### src/design/tilt_compensated_attitude_macros.svh
// Assertion macros shared by the tilt-compensated attitude RTL.
// Included by the modules that carry assertions; no other dependencies.
`ifndef TILT_COMPENSATED_ATTITUDE_MACROS_SVH
`define TILT_COMPENSATED_ATTITUDE_MACROS_SVH
`ifndef SYNTH
`define TCA_ASSERT(lbl, clk, rstn, prop) \
  lbl: assert property (@(posedge clk) disable iff (!rstn) (prop)) \
    else $error("tca assertion failed");
`define TCA_ASSERT_NEXT(lbl, clk, rstn, ante, cons) \
  lbl: assert property (@(posedge clk) disable iff (!rstn) (ante) |=> (cons)) \
    else $error("tca assertion failed");
`else
`define TCA_ASSERT(lbl, clk, rstn, prop)
`define TCA_ASSERT_NEXT(lbl, clk, rstn, ante, cons)
`endif
`endif

### src/design/tca_pkg.sv
// Types, constants and the arctangent table of the tilt-compensated attitude block.
// No dependencies.
package tca_pkg;

  localparam int unsigned SampleW        = 16;
  localparam int unsigned AngleW         = 16;
  localparam int unsigned CordicStepsDef = 16;
  localparam int unsigned QueueDepth     = 2;
  // square root operands: 32-bit sum of squares scaled by 2^16
  localparam int unsigned SqrtInW        = 48;
  localparam int unsigned SqrtOutW       = SqrtInW / 2;
  // CORDIC x/y datapath and angle accumulator (pi/2^31 per unit)
  localparam int unsigned CordicDW       = 62;
  localparam int unsigned AngW           = 35;
  localparam int unsigned AtanIdxW       = 6;
  localparam int unsigned RoundShift     = 32 - AngleW;
  localparam logic signed [AngW-1:0] AngPi = AngW'(64'd2147483648);

  typedef struct packed {
    logic signed [SampleW-1:0] acc_x;
    logic signed [SampleW-1:0] acc_y;
    logic signed [SampleW-1:0] acc_z;
    logic signed [SampleW-1:0] mag_x;
    logic signed [SampleW-1:0] mag_y;
    logic signed [SampleW-1:0] mag_z;
  } sample_t;

  typedef struct packed {
    logic signed [15:0] heading;
    logic signed [15:0] pitch;
    logic signed [15:0] roll;
    logic               zero_gravity;
  } result_t;

  typedef struct packed {
    logic    zero_g;
    sample_t smp;
  } item_t;

  typedef enum logic [3:0] {
    BK_IDLE,
    BK_MUL1,
    BK_SUM,
    BK_MUL2,
    BK_SQRT_START,
    BK_SQRT_WAIT,
    BK_NUM,
    BK_CORD_START,
    BK_CORD_WAIT,
    BK_DONE
  } back_state_e;

  // atan(2^-i) in pi/2^31 units, rounded to nearest
  function automatic logic signed [AngW-1:0] atan_entry(input logic [AtanIdxW-1:0] idx);
    logic [31:0] v;
    case (idx)
      6'd0:  v = 32'd536870912;
      6'd1:  v = 32'd316933406;
      6'd2:  v = 32'd167458907;
      6'd3:  v = 32'd85004756;
      6'd4:  v = 32'd42667331;
      6'd5:  v = 32'd21354465;
      6'd6:  v = 32'd10680862;
      6'd7:  v = 32'd5340245;
      6'd8:  v = 32'd2670163;
      6'd9:  v = 32'd1335087;
      6'd10: v = 32'd667544;
      6'd11: v = 32'd333772;
      6'd12: v = 32'd166886;
      6'd13: v = 32'd83443;
      6'd14: v = 32'd41722;
      6'd15: v = 32'd20861;
      6'd16: v = 32'd10430;
      6'd17: v = 32'd5215;
      6'd18: v = 32'd2608;
      6'd19: v = 32'd1304;
      6'd20: v = 32'd652;
      6'd21: v = 32'd326;
      6'd22: v = 32'd163;
      6'd23: v = 32'd81;
      6'd24: v = 32'd41;
      6'd25: v = 32'd20;
      6'd26: v = 32'd10;
      6'd27: v = 32'd5;
      6'd28: v = 32'd3;
      6'd29: v = 32'd1;
      6'd30: v = 32'd1;
      default: v = 32'd0;
    endcase
    return $signed(AngW'(v));
  endfunction

endpackage

### src/design/tca_front.sv
// Input stage: registers a sample transaction and flags zero acceleration.
// Depends on tca_pkg.
module tca_front (
  input  logic             clk_i,
  input  logic             rst_ni,
  input  logic             in_valid_i,
  output logic             in_ready_o,
  input  tca_pkg::sample_t in_i,
  output logic             push_o,
  input  logic             full_i,
  output tca_pkg::item_t   item_o
);
  logic           v_q, v_d, accept;
  tca_pkg::item_t item_q;

  assign push_o     = v_q && !full_i;
  assign in_ready_o = !v_q || !full_i;
  assign accept     = in_valid_i && in_ready_o;

  always_comb begin
    v_d = v_q;
    if (accept)      v_d = 1'b1;
    else if (push_o) v_d = 1'b0;
  end

  always_ff @(posedge clk_i or negedge rst_ni) begin
    if (!rst_ni) v_q <= 1'b0;
    else         v_q <= v_d;
  end

  always_ff @(posedge clk_i) begin
    if (accept) begin
      item_q.zero_g <= (in_i.acc_x == '0) && (in_i.acc_y == '0) && (in_i.acc_z == '0);
      item_q.smp    <= in_i;
    end
  end

  assign item_o = item_q;

endmodule

### config.mk
export PLATFORM = sky130hd
export DESIGN_NAME = tca_front
export DESIGN_NICKNAME = d
export VERILOG_FILES = /design/src/design/tilt_compensated_attitude_macros.svh /design/src/design/tca_pkg.sv /design/src/design/tca_front.sv
export SDC_FILE = /design/constraint.sdc
export NUM_CORES = 1
export LEC_CHECK = 0
export BUFFER_PORTS_ARGS = -buffer_cell sky130_fd_sc_hd__buf_4
export CAP_MARGIN = 0
export CORE_MARGIN = 2
export CORE_UTILIZATION = 41
export DETAILED_ROUTE_END_ITERATION = 8
export GPL_ROUTABILITY_DRIVEN = 0
export PLACE_DENSITY = 0.83
export SYNTH_ARGS = -nofsm -noshare
export SYNTH_HDL_FRONTEND = slang
export SYNTH_SLANG_ARGS = --single-unit
### constraint.sdc
create_clock -name clk_i -period 3.4 [get_ports clk_i]
set_input_delay 0 -clock clk_i [delete_from_list [all_inputs] [get_ports clk_i]]
set_output_delay 0 -clock clk_i [all_outputs]
set_load 0.01 [all_outputs]
[After elaboration in Yosys (flattened, before gate mapping)]
Index checks and enable logic that the tools add are counted.
Word-level totals
  bits in registers: 98
  input bits: 100
  bits in read-only memories: 0
  bits in latches: 0
  memories: 0
  word-level logic and storage cells: 21
  RAM bits: 0
Operators by class
  shifts and indexed selects: 0
  magnitude comparators: 0
  reduce and logical (&&, ||, !) cells: 11
  muxes and demuxes: 2
  equality and inequality tests: 0
  bitwise logic cells: 0
  add/subtract/negate cells: 0
  div/mod/pow operators: 0
  multipliers: 0
Operators by type and width (number)
  $logic_not 16->1: 3
  $logic_and 1x1->1: 4
  $logic_not 1->1: 2
  $mux 1: 2
  $reduce_bool 2->1: 1
  $logic_or 1x1->1: 1

[Logic depth before layout (Yosys ltp)]
  depth in word-level cells: 4
  depth in mapped cells: 3

[Least setup slack after synthesis]
OpenSTA, ideal clock, no wires.
  path type: register -> register
  from: register v_q
  to: register item_q, in the netlist item_o[0], enable pin
  data arrival time: 2778 ps
  required time: 2933 ps
  path buffers: 0
  library setup time: 467 ps
  path slack: 154 ps
  cell stages (with the launch flop): 3
  period minus slack after synthesis: 3246 ps
  path through: dfrtp_1 > nand2_1 > and2_1
On the way
  word-level cells in the longest chain between the ends: 3
Ends and longest elaborated chain
  start: declaration: line tca_front.sv:13  | logic v_q, v_d, accept;
  start signal: assignment: line tca_front.sv:28  | else v_q <= v_d;
  $logic_not 1->1: line tca_front.sv:17  | assign in_ready_o = !v_q || !full_i;
  $logic_or 1x1->1: line tca_front.sv:17
  named net in_ready_o: line tca_front.sv:7  | output logic in_ready_o,
  $logic_and 1x1->1: line tca_front.sv:18  | assign accept = in_valid_i && in_ready_o;
  named net accept: line tca_front.sv:13
  end: declaration: line tca_front.sv:14  | tca_pkg::item_t item_q;
The timed path passes the listed nets, and every way through them passes these cells.
A chain may end at the register's enable or synchronous reset.

[Worst setup path in the final report]
  from: register v_q
  to: register item_q, in the netlist item_o[19], enable pin
On the way
  word-level cells in the longest chain between the ends: 3
Ends and longest elaborated chain (line)
  $logic_not 1->1: tca_front.sv:17
  $logic_or 1x1->1: tca_front.sv:17
  $logic_and 1x1->1: tca_front.sv:18
  named net accept: tca_front.sv:13
The timed path passes the listed nets, and every way through them passes these cells.

==> impl_metrics.ini <==
[yosys]
synth_largest_area_cell = edfxtp_1
yosysMostFrequentCell = edfxtp_1
yosys-top-cells-area = edfxtp_1 (95%), nor4_1 (2.2%), dfrtp_1 (0.81%)
syn_nets = 218
ys.flop_type = edfxtp_1
synth_edf_count = 97
synthArstFlopShare = 0.0102
synth_area_um2 = 3070
synth_top_area_share = 0.949
seq_area_frac_synth = 0.957
syn_avg_cell_area_um2 = 26.0
ys_top_cells_by_count = edfxtp_1 (97), nor4_1 (11), nand4_1 (3)
synth-seq-cells = 98
synthCells = 118
yosys_warnings = 0
netlist-cell-type-count = 10

[drt]
routed-via-count = 2464
final_antenna_net_count = 0
drt-total-wl_um = 10200
drc = 0
wl_per_cell_um = 19.3
dr.pass1.iters = 4
viasPerCell = 4.64
drt_iter0_markers = 86

[hold_path]
hp-class = primary input to output pin

[power]
power_frac_comb = 0.139
p_int_mw = 2.12
vdd_drop_max_mv = 0.294
switching_share = 0.209
p_sw_mw = 0.562
power.density_nw_per_um2 = 452
seqPwrFrac = 0.533
finalPower_mw = 2.68
p_leak_nw = 2.45
clock_power_share = 0.328

[worst_setup_path]
criticalPathCategory = register to register
max_stage_delay_ns = 0.50
cp_max_fo = 58
cp-end-kind = register
worst_ep_required_time_ns = 3.43
cpMaxStageDelayCell = and2_4
crit_chain = nand2_1 -> and2_4 -> buf_12
cp.buffers_inverters = 1
start_kind = register
critPathArrivalTime_ns = 1.72
crit_family = simple AND/OR/NAND/NOR gates

[sta]
skew_ns = 0.0133
max_slew_margin = 0.650
fin_setup_tns_ns = 0
hold_viol = 0
hold_ws_ns = 0.255
min_period_ns = 1.69
fmax_mhz = 590
setup_violations = 0
rsz0062_at_grt = false
worstMarginPinSlew_ns = 0.525
min_period_over_period = 0.498
final-max-slew-violation-count = 0

[cts]
clkSinkCount = 98
cts.clk_slew.worst_paths_ns = 0.09
clk_path_buf_depth = 2
worstSkewPairLatency_ns = 0.35
htree_num_levels = 3
cts_hold_buf = 100
postCtsSetupBuffers = 0
cts-root-buf = clkbuf_8
numCtsBuffers = 9
cts-resized-gates = 0
cts_tree = done

[grt]
gr-total-overflow = 0
grt_pass1_vias = 2729
antenna_found_initial = 0
grtUsageTotal = 0.251
grt_first_pass_wirelength_um = 15400
grt_max_degree = 59

[outcome]
status = complete, no violations

[die]
rows = 31
start_util = 0.423
ios = 199
fp.dieArea_um2 = 8200
core_area_um2 = 7250
die_height_um = 90.5
die-width_um = 90.5

[layout]
fillCellCount = 342
drive_gt1_frac = 0.502
nets = 528
antennaDiodeCount = 0
final_cells = 531
synthToLayoutAreaGrowth_pct = 93.5

[place]
port-buffer-count = 198
place_hpwl_um = 5680
placed_cells = 416

[job]
drv_cap = 0
==> metal layers <==
layer	track usage	wire length, um	up-vias
met1	0.274	3750	1175
li1	-	-	1111
met4	0.0910	261	0
met2	0.440	5230	154
met3	0.0993	987	24
met5	0	0	-
==> layout by cell type, fill, tap and decap left out <==
| cell | n |
|---|---|
| clkbuf_8 | 9 |
| dlygate4sd3_1 | 100 |
| inv_6 | 2 |
| buf_4 | 198 |
| nor4_2 | 1 |
| edfxtp_1 | 97 |
| clkinv_2 | 1 |
| bufinv_16 | 3 |
| nand4_1 | 3 |
| nor2b_1 | 1 |
| nor3_2 | 1 |
| nand2b_1 | 1 |
| nor4_1 | 11 |
| and2_4 | 1 |
| dfrtp_1 | 1 |
| buf_12 | 1 |
| nand2_1 | 1 |
==> state kept, by name (all words and copies together), names as in the netlist <==
| register | flops |
|---|---|
| item_o | 97 |
| v_q | 1 |
==> layout make-up <==
class                           count  area [um^2]  share of cell area
Sequential cell                    98         2940               0.495
Clock inverter                      6          113              0.0190
Clock buffer                        9          124              0.0209
Multi-Input combinational cell     20          135              0.0227
Timing Repair Buffer              299         2510               0.422
Tap cell                           99          124              0.0209
==> path summary, 6_finish.rpt <==
kind / startpoint / endpoint / slack (ns) / cells past startpoint
max: v_q / item_o[19] / 1.71 / 3
min: full_i / push_o / 0.26 / 3
max reg2reg: v_q / item_o[19] / 1.71 / 3
min reg2reg: v_q / item_o[66] / 0.99 / 2
max in group asynchronous: rst_ni / v_q / 2.78 / 3
min in group asynchronous: rst_ni / v_q / 0.52 / 3
==> worst register-to-register path, stage by stage, from the launching register on <==
cell and delay, ns:
dfrtp_1 0.38, nand2_1 0.12, and2_4 0.50, buf_12 0.36
==> kinds of logic after synthesis <==
group	count (synthesis)	synth area share
AND/OR/NAND/NOR	20	0.0432
flip-flops	98	0.957
==> per-stage QoR <==
step	setup WS, ns	util	cell area, um^2
detailed placement	1.72	0.648	4700
global placement	1.76	0.648	4700
global route	1.59	0.819	5940
floorplan	0.154	-	3070
finish	1.71	0.819	5940
CTS	1.71	0.819	5940
==> power groups by stage <==
stage / clock network (mW) / registers, mW / logic [mW]
after floorplan: 0 / 1.49 / 0.0266
after global placement: 0 / 1.45 / 0.262
after detailed placement: 0 / 1.45 / 0.269
after CTS: 0.889 / 1.42 / 0.363
after global routing: 0.945 / 1.44 / 0.391
final: 0.881 / 1.43 / 0.373
No activity file was read; power rests on OpenSTA's default activity.
