<file path="src/design/tilt_compensated_attitude_macros.svh">
// Assertion macros shared by the tilt-compensated attitude RTL.
// Included by the modules that carry assertions; no other dependencies.
`ifndef TILT_COMPENSATED_ATTITUDE_MACROS_SVH
`define TILT_COMPENSATED_ATTITUDE_MACROS_SVH
`ifndef SYNTH
`define TCA_ASSERT(lbl, clk, rstn, prop) \
  lbl: assert property (@(posedge clk) disable iff (!rstn) (prop)) \
    else $error("tca assertion failed");
`define TCA_ASSERT_NEXT(lbl, clk, rstn, ante, cons) \
  lbl: assert property (@(posedge clk) disable iff (!rstn) (ante) |=> (cons)) \
    else $error("tca assertion failed");
`else
`define TCA_ASSERT(lbl, clk, rstn, prop)
`define TCA_ASSERT_NEXT(lbl, clk, rstn, ante, cons)
`endif
`endif

</file>
<file path="src/design/tca_pkg.sv">
// Types, constants and the arctangent table of the tilt-compensated attitude block.
// No dependencies.
package tca_pkg;

  localparam int unsigned SampleW        = 16;
  localparam int unsigned AngleW         = 16;
  localparam int unsigned CordicStepsDef = 16;
  localparam int unsigned QueueDepth     = 2;
  // square root operands: 32-bit sum of squares scaled by 2^16
  localparam int unsigned SqrtInW        = 48;
  localparam int unsigned SqrtOutW       = SqrtInW / 2;
  // CORDIC x/y datapath and angle accumulator (pi/2^31 per unit)
  localparam int unsigned CordicDW       = 62;
  localparam int unsigned AngW           = 35;
  localparam int unsigned AtanIdxW       = 6;
  localparam int unsigned RoundShift     = 32 - AngleW;
  localparam logic signed [AngW-1:0] AngPi = AngW'(64'd2147483648);

  typedef struct packed {
    logic signed [SampleW-1:0] acc_x;
    logic signed [SampleW-1:0] acc_y;
    logic signed [SampleW-1:0] acc_z;
    logic signed [SampleW-1:0] mag_x;
    logic signed [SampleW-1:0] mag_y;
    logic signed [SampleW-1:0] mag_z;
  } sample_t;

  typedef struct packed {
    logic signed [15:0] heading;
    logic signed [15:0] pitch;
    logic signed [15:0] roll;
    logic               zero_gravity;
  } result_t;

  typedef struct packed {
    logic    zero_g;
    sample_t smp;
  } item_t;

  typedef enum logic [3:0] {
    BK_IDLE,
    BK_MUL1,
    BK_SUM,
    BK_MUL2,
    BK_SQRT_START,
    BK_SQRT_WAIT,
    BK_NUM,
    BK_CORD_START,
    BK_CORD_WAIT,
    BK_DONE
  } back_state_e;

  // atan(2^-i) in pi/2^31 units, rounded to nearest
  function automatic logic signed [AngW-1:0] atan_entry(input logic [AtanIdxW-1:0] idx);
    logic [31:0] v;
    case (idx)
      6'd0:  v = 32'd536870912;
      6'd1:  v = 32'd316933406;
      6'd2:  v = 32'd167458907;
      6'd3:  v = 32'd85004756;
      6'd4:  v = 32'd42667331;
      6'd5:  v = 32'd21354465;
      6'd6:  v = 32'd10680862;
      6'd7:  v = 32'd5340245;
      6'd8:  v = 32'd2670163;
      6'd9:  v = 32'd1335087;
      6'd10: v = 32'd667544;
      6'd11: v = 32'd333772;
      6'd12: v = 32'd166886;
      6'd13: v = 32'd83443;
      6'd14: v = 32'd41722;
      6'd15: v = 32'd20861;
      6'd16: v = 32'd10430;
      6'd17: v = 32'd5215;
      6'd18: v = 32'd2608;
      6'd19: v = 32'd1304;
      6'd20: v = 32'd652;
      6'd21: v = 32'd326;
      6'd22: v = 32'd163;
      6'd23: v = 32'd81;
      6'd24: v = 32'd41;
      6'd25: v = 32'd20;
      6'd26: v = 32'd10;
      6'd27: v = 32'd5;
      6'd28: v = 32'd3;
      6'd29: v = 32'd1;
      6'd30: v = 32'd1;
      default: v = 32'd0;
    endcase
    return $signed(AngW'(v));
  endfunction

endpackage

</file>
<file path="src/design/tca_fifo.sv">
// Short queue of classified samples between the front and the back end.
// Depends on tca_pkg and the assertion macro header.
`include "tilt_compensated_attitude_macros.svh"
module tca_fifo #(
  parameter int unsigned Depth = 2
) (
  input  logic           clk_i,
  input  logic           rst_ni,
  input  logic           push_i,
  input  tca_pkg::item_t data_i,
  output logic           full_o,
  input  logic           pop_i,
  output tca_pkg::item_t data_o,
  output logic           empty_o
);
  localparam int unsigned PtrW = $clog2(Depth);
  localparam int unsigned CntW = $clog2(Depth + 1);

  tca_pkg::item_t  mem_q [Depth];
  logic [PtrW-1:0] wr_q, rd_q;
  logic [CntW-1:0] cnt_q;

  assign full_o  = (cnt_q == CntW'(Depth));
  assign empty_o = (cnt_q == '0);
  assign data_o  = mem_q[rd_q];

  always_ff @(posedge clk_i or negedge rst_ni) begin
    if (!rst_ni) begin
      wr_q  <= '0;
      rd_q  <= '0;
      cnt_q <= '0;
    end else begin
      if (push_i) wr_q <= (wr_q == PtrW'(Depth - 1)) ? '0 : wr_q + 1'b1;
      if (pop_i)  rd_q <= (rd_q == PtrW'(Depth - 1)) ? '0 : rd_q + 1'b1;
      if (push_i && !pop_i)      cnt_q <= cnt_q + 1'b1;
      else if (pop_i && !push_i) cnt_q <= cnt_q - 1'b1;
    end
  end

  always_ff @(posedge clk_i) begin
    if (push_i) mem_q[wr_q] <= data_i;
  end

  `TCA_ASSERT(a_no_overflow, clk_i, rst_ni, push_i |-> !full_o)
  `TCA_ASSERT(a_no_underflow, clk_i, rst_ni, pop_i |-> !empty_o)

endmodule

</file>
<file path="config.mk">
export PLATFORM = sky130hd
export DESIGN_NAME = tca_fifo
export DESIGN_NICKNAME = d
export VERILOG_FILES = /design/src/design/tca_pkg.sv /design/src/design/tca_fifo.sv
export VERILOG_INCLUDE_DIRS = /design/src /design/src/design
export SDC_FILE = /design/constraint.sdc
export NUM_CORES = 1
export LEC_CHECK = 0
export BUFFER_PORTS_ARGS = -buffer_cell sky130_fd_sc_hd__buf_2
export CAP_MARGIN = 20
export CORE_ASPECT_RATIO = 1.4
export CORE_UTILIZATION = 40
export CTS_CLUSTER_SIZE = 20
export DETAILED_ROUTE_END_ITERATION = 12
export PLACE_DENSITY = 0.64
export SYNTH_ARGS = -nofsm -noshare
export SYNTH_HDL_FRONTEND = slang
export SYNTH_SLANG_ARGS = --single-unit
</file>
<file path="constraint.sdc">
create_clock -name clk_i -period 6.8 [get_ports clk_i]
set_input_delay 0.68 -clock clk_i [delete_from_list [all_inputs] [get_ports clk_i]]
set_output_delay 0.68 -clock clk_i [all_outputs]
set_load 0.05 [all_outputs]
</file>
After elaboration in Yosys (flattened, before gate mapping)
Memory sizes are Yosys's and may differ from the RTL's.
Cells that the tools add are included.
- equality and inequality tests: 1
- reduce and logical (&&, ||, !) cells: 6
- add/subtract/negate cells: 4
- mux-type cells: 6
- operators by type and width (cell ; number):
    $mux W1 ; 4
    $mux W2 ; 2
    $add A1 B1 Y1 const B ; 2
    $add A2 B1 Y2 const B ; 1
    $eq A2 B2 Y1 const B ; 1
    $logic_and A1 B1 Y1 ; 2
    $logic_not A1 Y1 ; 2
    $logic_not A2 Y1 ; 1
    $reduce_bool A2 Y1 ; 1
    $sub A2 B1 Y2 const B ; 1
- bits of input ports: 101
- memory bits (writable): 194
- bits in registers: 4
- output and inout bits: 99
- word-level logic and storage cells: 21
- memories: 1
- memories (name ; depth ; bits a word ; rd ports ; clocked after memory_dff ; wr ports ; RTL line ; text):
    mem_q ; 2 ; 97 ; 1 ; 0 ; 1 ; tca_fifo.sv:19 ; tca_pkg::item_t mem_q [Depth];

Longest topological paths before layout
- word-level depth: 4
- mapped depth: 5
- mapped depth without buffers: 5

Least setup slack after synthesis
OpenSTA, ideal clock, no wires.
- path type: input-to-reg
- start point: input push_i
- end point: memory mem_q[0][0] in the netlist's numbering (enable)
- buffers on the path: 0
- arrival: 4.904 ns
- cell stages on the path: 1
- data required time: 6.235 ns
- library setup time: 0.565 ns
- path slack: 1.331 ns
- cells stage by stage: nor2b_1
- cells in the longest elaborated chain, start to end: 2
- ends and longest elaborated chain (what ; RTL line ; text):
    from (decl) ; tca_fifo.sv:9 ; input logic push_i,
    $mux W1 ; tca_fifo.sv:41 ; if (push_i) mem_q[wr_q] <= data_i;
    $mux W1 (implied by the code) ; tca_fifo.sv:41 ;
    to (decl) ; tca_fifo.sv:19 ;
Every way passes these cells.

==> impl_metrics.env <==
export IMPL_cts_resized_gates=0
export IMPL_htreeDepth=4
export IMPL_synth_area_leader_cell="edfxtp_1"
export IMPL_yosysSeqAreaShare_pct=81.63
export IMPL_max_slew_margin_pct=41.31
export IMPL_final_cell_mix="buf_2, edfxtp_1, mux2_2"
export IMPL_hold_viol_final=0
export IMPL_seqCellArea_sq_um=5929
export IMPL_syn_area_per_cell_sq_um=22.83
export IMPL_via_per_inst=4.651
export IMPL_initialDrtViolationCount=124
export IMPL_layout_commonest_cell="buf_2"
export IMPL_cellLeakagePower_nw=3.480
export IMPL_clkTransAtPathRegs_ns=0.07
export IMPL_drc=0
export IMPL_crit_fanout=59
export IMPL_grt_max_degree=63
export IMPL_antenna_found_initial=2
export IMPL_tightest_slew_ns=0.8804
export IMPL_gp_congestion=0.7306
export IMPL_max_stage_delay_ns=0.79
export IMPL_final_cell_area_sq_um=9112
export IMPL_cts_tree="done"
export IMPL_fillers=1457
export IMPL_dp_cells=745
export IMPL_worstPathRequired_ns=6.12
export IMPL_ys_seq_elements=198
export IMPL_row_count=57
export IMPL_utilization_pct=51.94
export IMPL_grt_pass1_wl_mm=19.42
export IMPL_r2r_setup_slack_ns=4.52
export IMPL_die_w_um=115.9
export IMPL_wirelength_mm=12.82
export IMPL_status="completed"
export IMPL_fin_cells=779
export IMPL_hp_class="in2async"
export IMPL_crit_type="reg2out"
export IMPL_grt_setup_unrepaired="false"
export IMPL_timing_rr_end="mem_q[0][72]$_DFFE_PP_"
export IMPL_grt_remaining_overflow=0
export IMPL_design_die_area_sq_um=18700
export IMPL_syn_to_final_growth_pct=25.53
export IMPL_cp_depth=3
export IMPL_grt_pass1_vias=3892
export IMPL_ys_top_cells_by_area="edfxtp_1, mux2_2, mux2_4"
export IMPL_cts_setup_buffers=0
export IMPL_wire_per_inst_um=16.46
export IMPL_fin_nets=631
export IMPL_cts_made_buffers=17
export IMPL_critPathLaunch="rd_q$_DFFE_PN0P_"
export IMPL_syn_area_sq_um=7259
export IMPL_drive_gt1_share_pct=61.44
export IMPL_period_needed_ns=3.357
export IMPL_timing_final_crit_share_pct=49.37
export IMPL_slew_violations=0
export IMPL_numClockSinks=198
export IMPL_antenna_left=0
export IMPL_multi_input_area_sq_um=1260
export IMPL_critPathArrivalTime_ns=2.68
export IMPL_yosysTopAreaCellShare_pct=80.25
export IMPL_postCtsHoldBufs=0
export IMPL_crit_buf_inv=2
export IMPL_die_h_um=161.4
export IMPL_port_buffer_count=199
export IMPL_max_freq_mhz=297.9
export IMPL_cts_root_buf="clkbuf_16"
export IMPL_io_pins=200
export IMPL_placed_area_sq_um=8507
export IMPL_syn_num_nets=420
export IMPL_irDropWorstVdd_uv=299.0
export IMPL_slowest_stage="dfrtp_4"
export IMPL_crit_end="data_o[89]"
export IMPL_start_kind="register"
export IMPL_cp_cell_sequence="buf_4 > mux2_2 > buf_2"
export IMPL_first_pass_iters=4
export IMPL_dr_total_vias=3623
export IMPL_critical_path_top_delay_family="buffers and inverters"
export IMPL_core_area_sq_um=17540
export IMPL_start_util_pct=41.38
export IMPL_cts_path_max_buffers=2
export IMPL_synthCells=318
export IMPL_synth_cell_type_count=13
export IMPL_setup_viol=0
export IMPL_finClkSkew_ns=0.006883
export IMPL_clock_latency_ns=0.42
export IMPL_synth_warnings=0
export IMPL_timing_rr_start="wr_q$_DFFE_PN0P_"
export IMPL_maxCapViolations=0
export IMPL_hpwl_mm=8.483
export IMPL_pwr_density_cell_nw_per_um2=491.7
export IMPL_crit_path_end_kind="output pin"
export IMPL_setup_tns_final_ns=0
export IMPL_grt_use_total_pct=14.34
export IMPL_r2r_cells=3
-- per-layer routing --
| metal | vias to the layer above | part of all wire, % | global-route usage [%] |
|---|---|---|---|
| li1 | 1686 | - | - |
| met1 | 1764 | 36 | 14.64 |
| met2 | 144 | 53 | 24.62 |
| met3 | 27 | 7.7 | 5.891 |
| met4 | 2 | 2.9 | 7.634 |
| met5 | - | 0.086 | 0 |
-- layout make-up --
type / instances / share of cell area, %
Timing Repair Buffer: 203 / 11.48
Multi-Input combinational cell: 108 / 13.83
Inverter: 1 / 0.04119
Clock buffer: 18 / 4.710
Tap cell: 236 / 3.240
Sequential cell: 198 / 65.07
Clock inverter: 14 / 1.606
Antenna cell: 1 / 0.02746
-- synth_stat cells --
library cell / number
xor2_1: 4
mux2_4: 20
nor2_1: 2
and2_1: 1
xnor2_1: 1
buf_6: 4
edfxtp_1: 194
nor2b_1: 2
ha_1: 1
inv_1: 1
buf_2: 7
mux2_2: 77
dfrtp_1: 4
-- logic make-up after synthesis --
logic type,Yosys count,synth area share [%]
multiplexers,97,16.08
buffers and inverters,12,1.155
flip-flops,198,81.63
AND/OR/NAND/NOR,5,0.3620
adder cells (fa/ha/maj),1,0.1723
XOR/XNOR,5,0.6032
-- worst min-delay path by stage --
| stage | startpoint | to | slack [ns] | depth (start not counted) |
|---|---|---|---|---|
| final | rst_ni | cnt_q[0]$_DFFE_PN0P_ | 0.05 | 1 |
| after CTS | rst_ni | cnt_q[0]$_DFFE_PN0P_ | 0.02 | 1 |
| after floorplan | rst_ni | cnt_q[0]$_DFFE_PN0P_ | 0.38 | 0 |
| after global placement | cnt_q[1]$_DFFE_PN0P_ | cnt_q[1]$_DFFE_PN0P_ | 0.48 | 1 |
| after detailed placement | rst_ni | wr_q$_DFFE_PN0P_ | 0.49 | 1 |
| after global routing | rst_ni | cnt_q[0]$_DFFE_PN0P_ | 0.02 | 1 |
-- power by group --
group	total [W]	switching, W	internal, W
clock	0.000973	0.000427	0.000546
sequential	0.00172	0.000102	0.00162
combinational	0.00178	0.00128	0.000508
-- metrics by stage --
step / setup slack (ns) / hold slack [ns] / power (W)
floorplan: 1.331 / 0.3844 / 0.003211
global placement: 3.859 / 0.4776 / 0.003531
detailed placement: 3.822 / 0.4880 / 0.003553
CTS: 3.358 / 0.01821 / 0.004534
global route: 3.280 / 0.02397 / 0.004669
finish: 3.443 / 0.04961 / 0.004481
-- sequential cells by signal, indices dropped and copies added (netlist names) --
signal	count
mem_q	194
cnt_q	2
rd_q	1
wr_q	1
-- worst reg2reg max path, cell delays in order, from the launching register on --
cell     delay, ns
dfrtp_1       0.43
nor2b_4       0.50
buf_16        0.24
buf_4         0.65
Note: power is estimated with default switching activity, not from simulation.
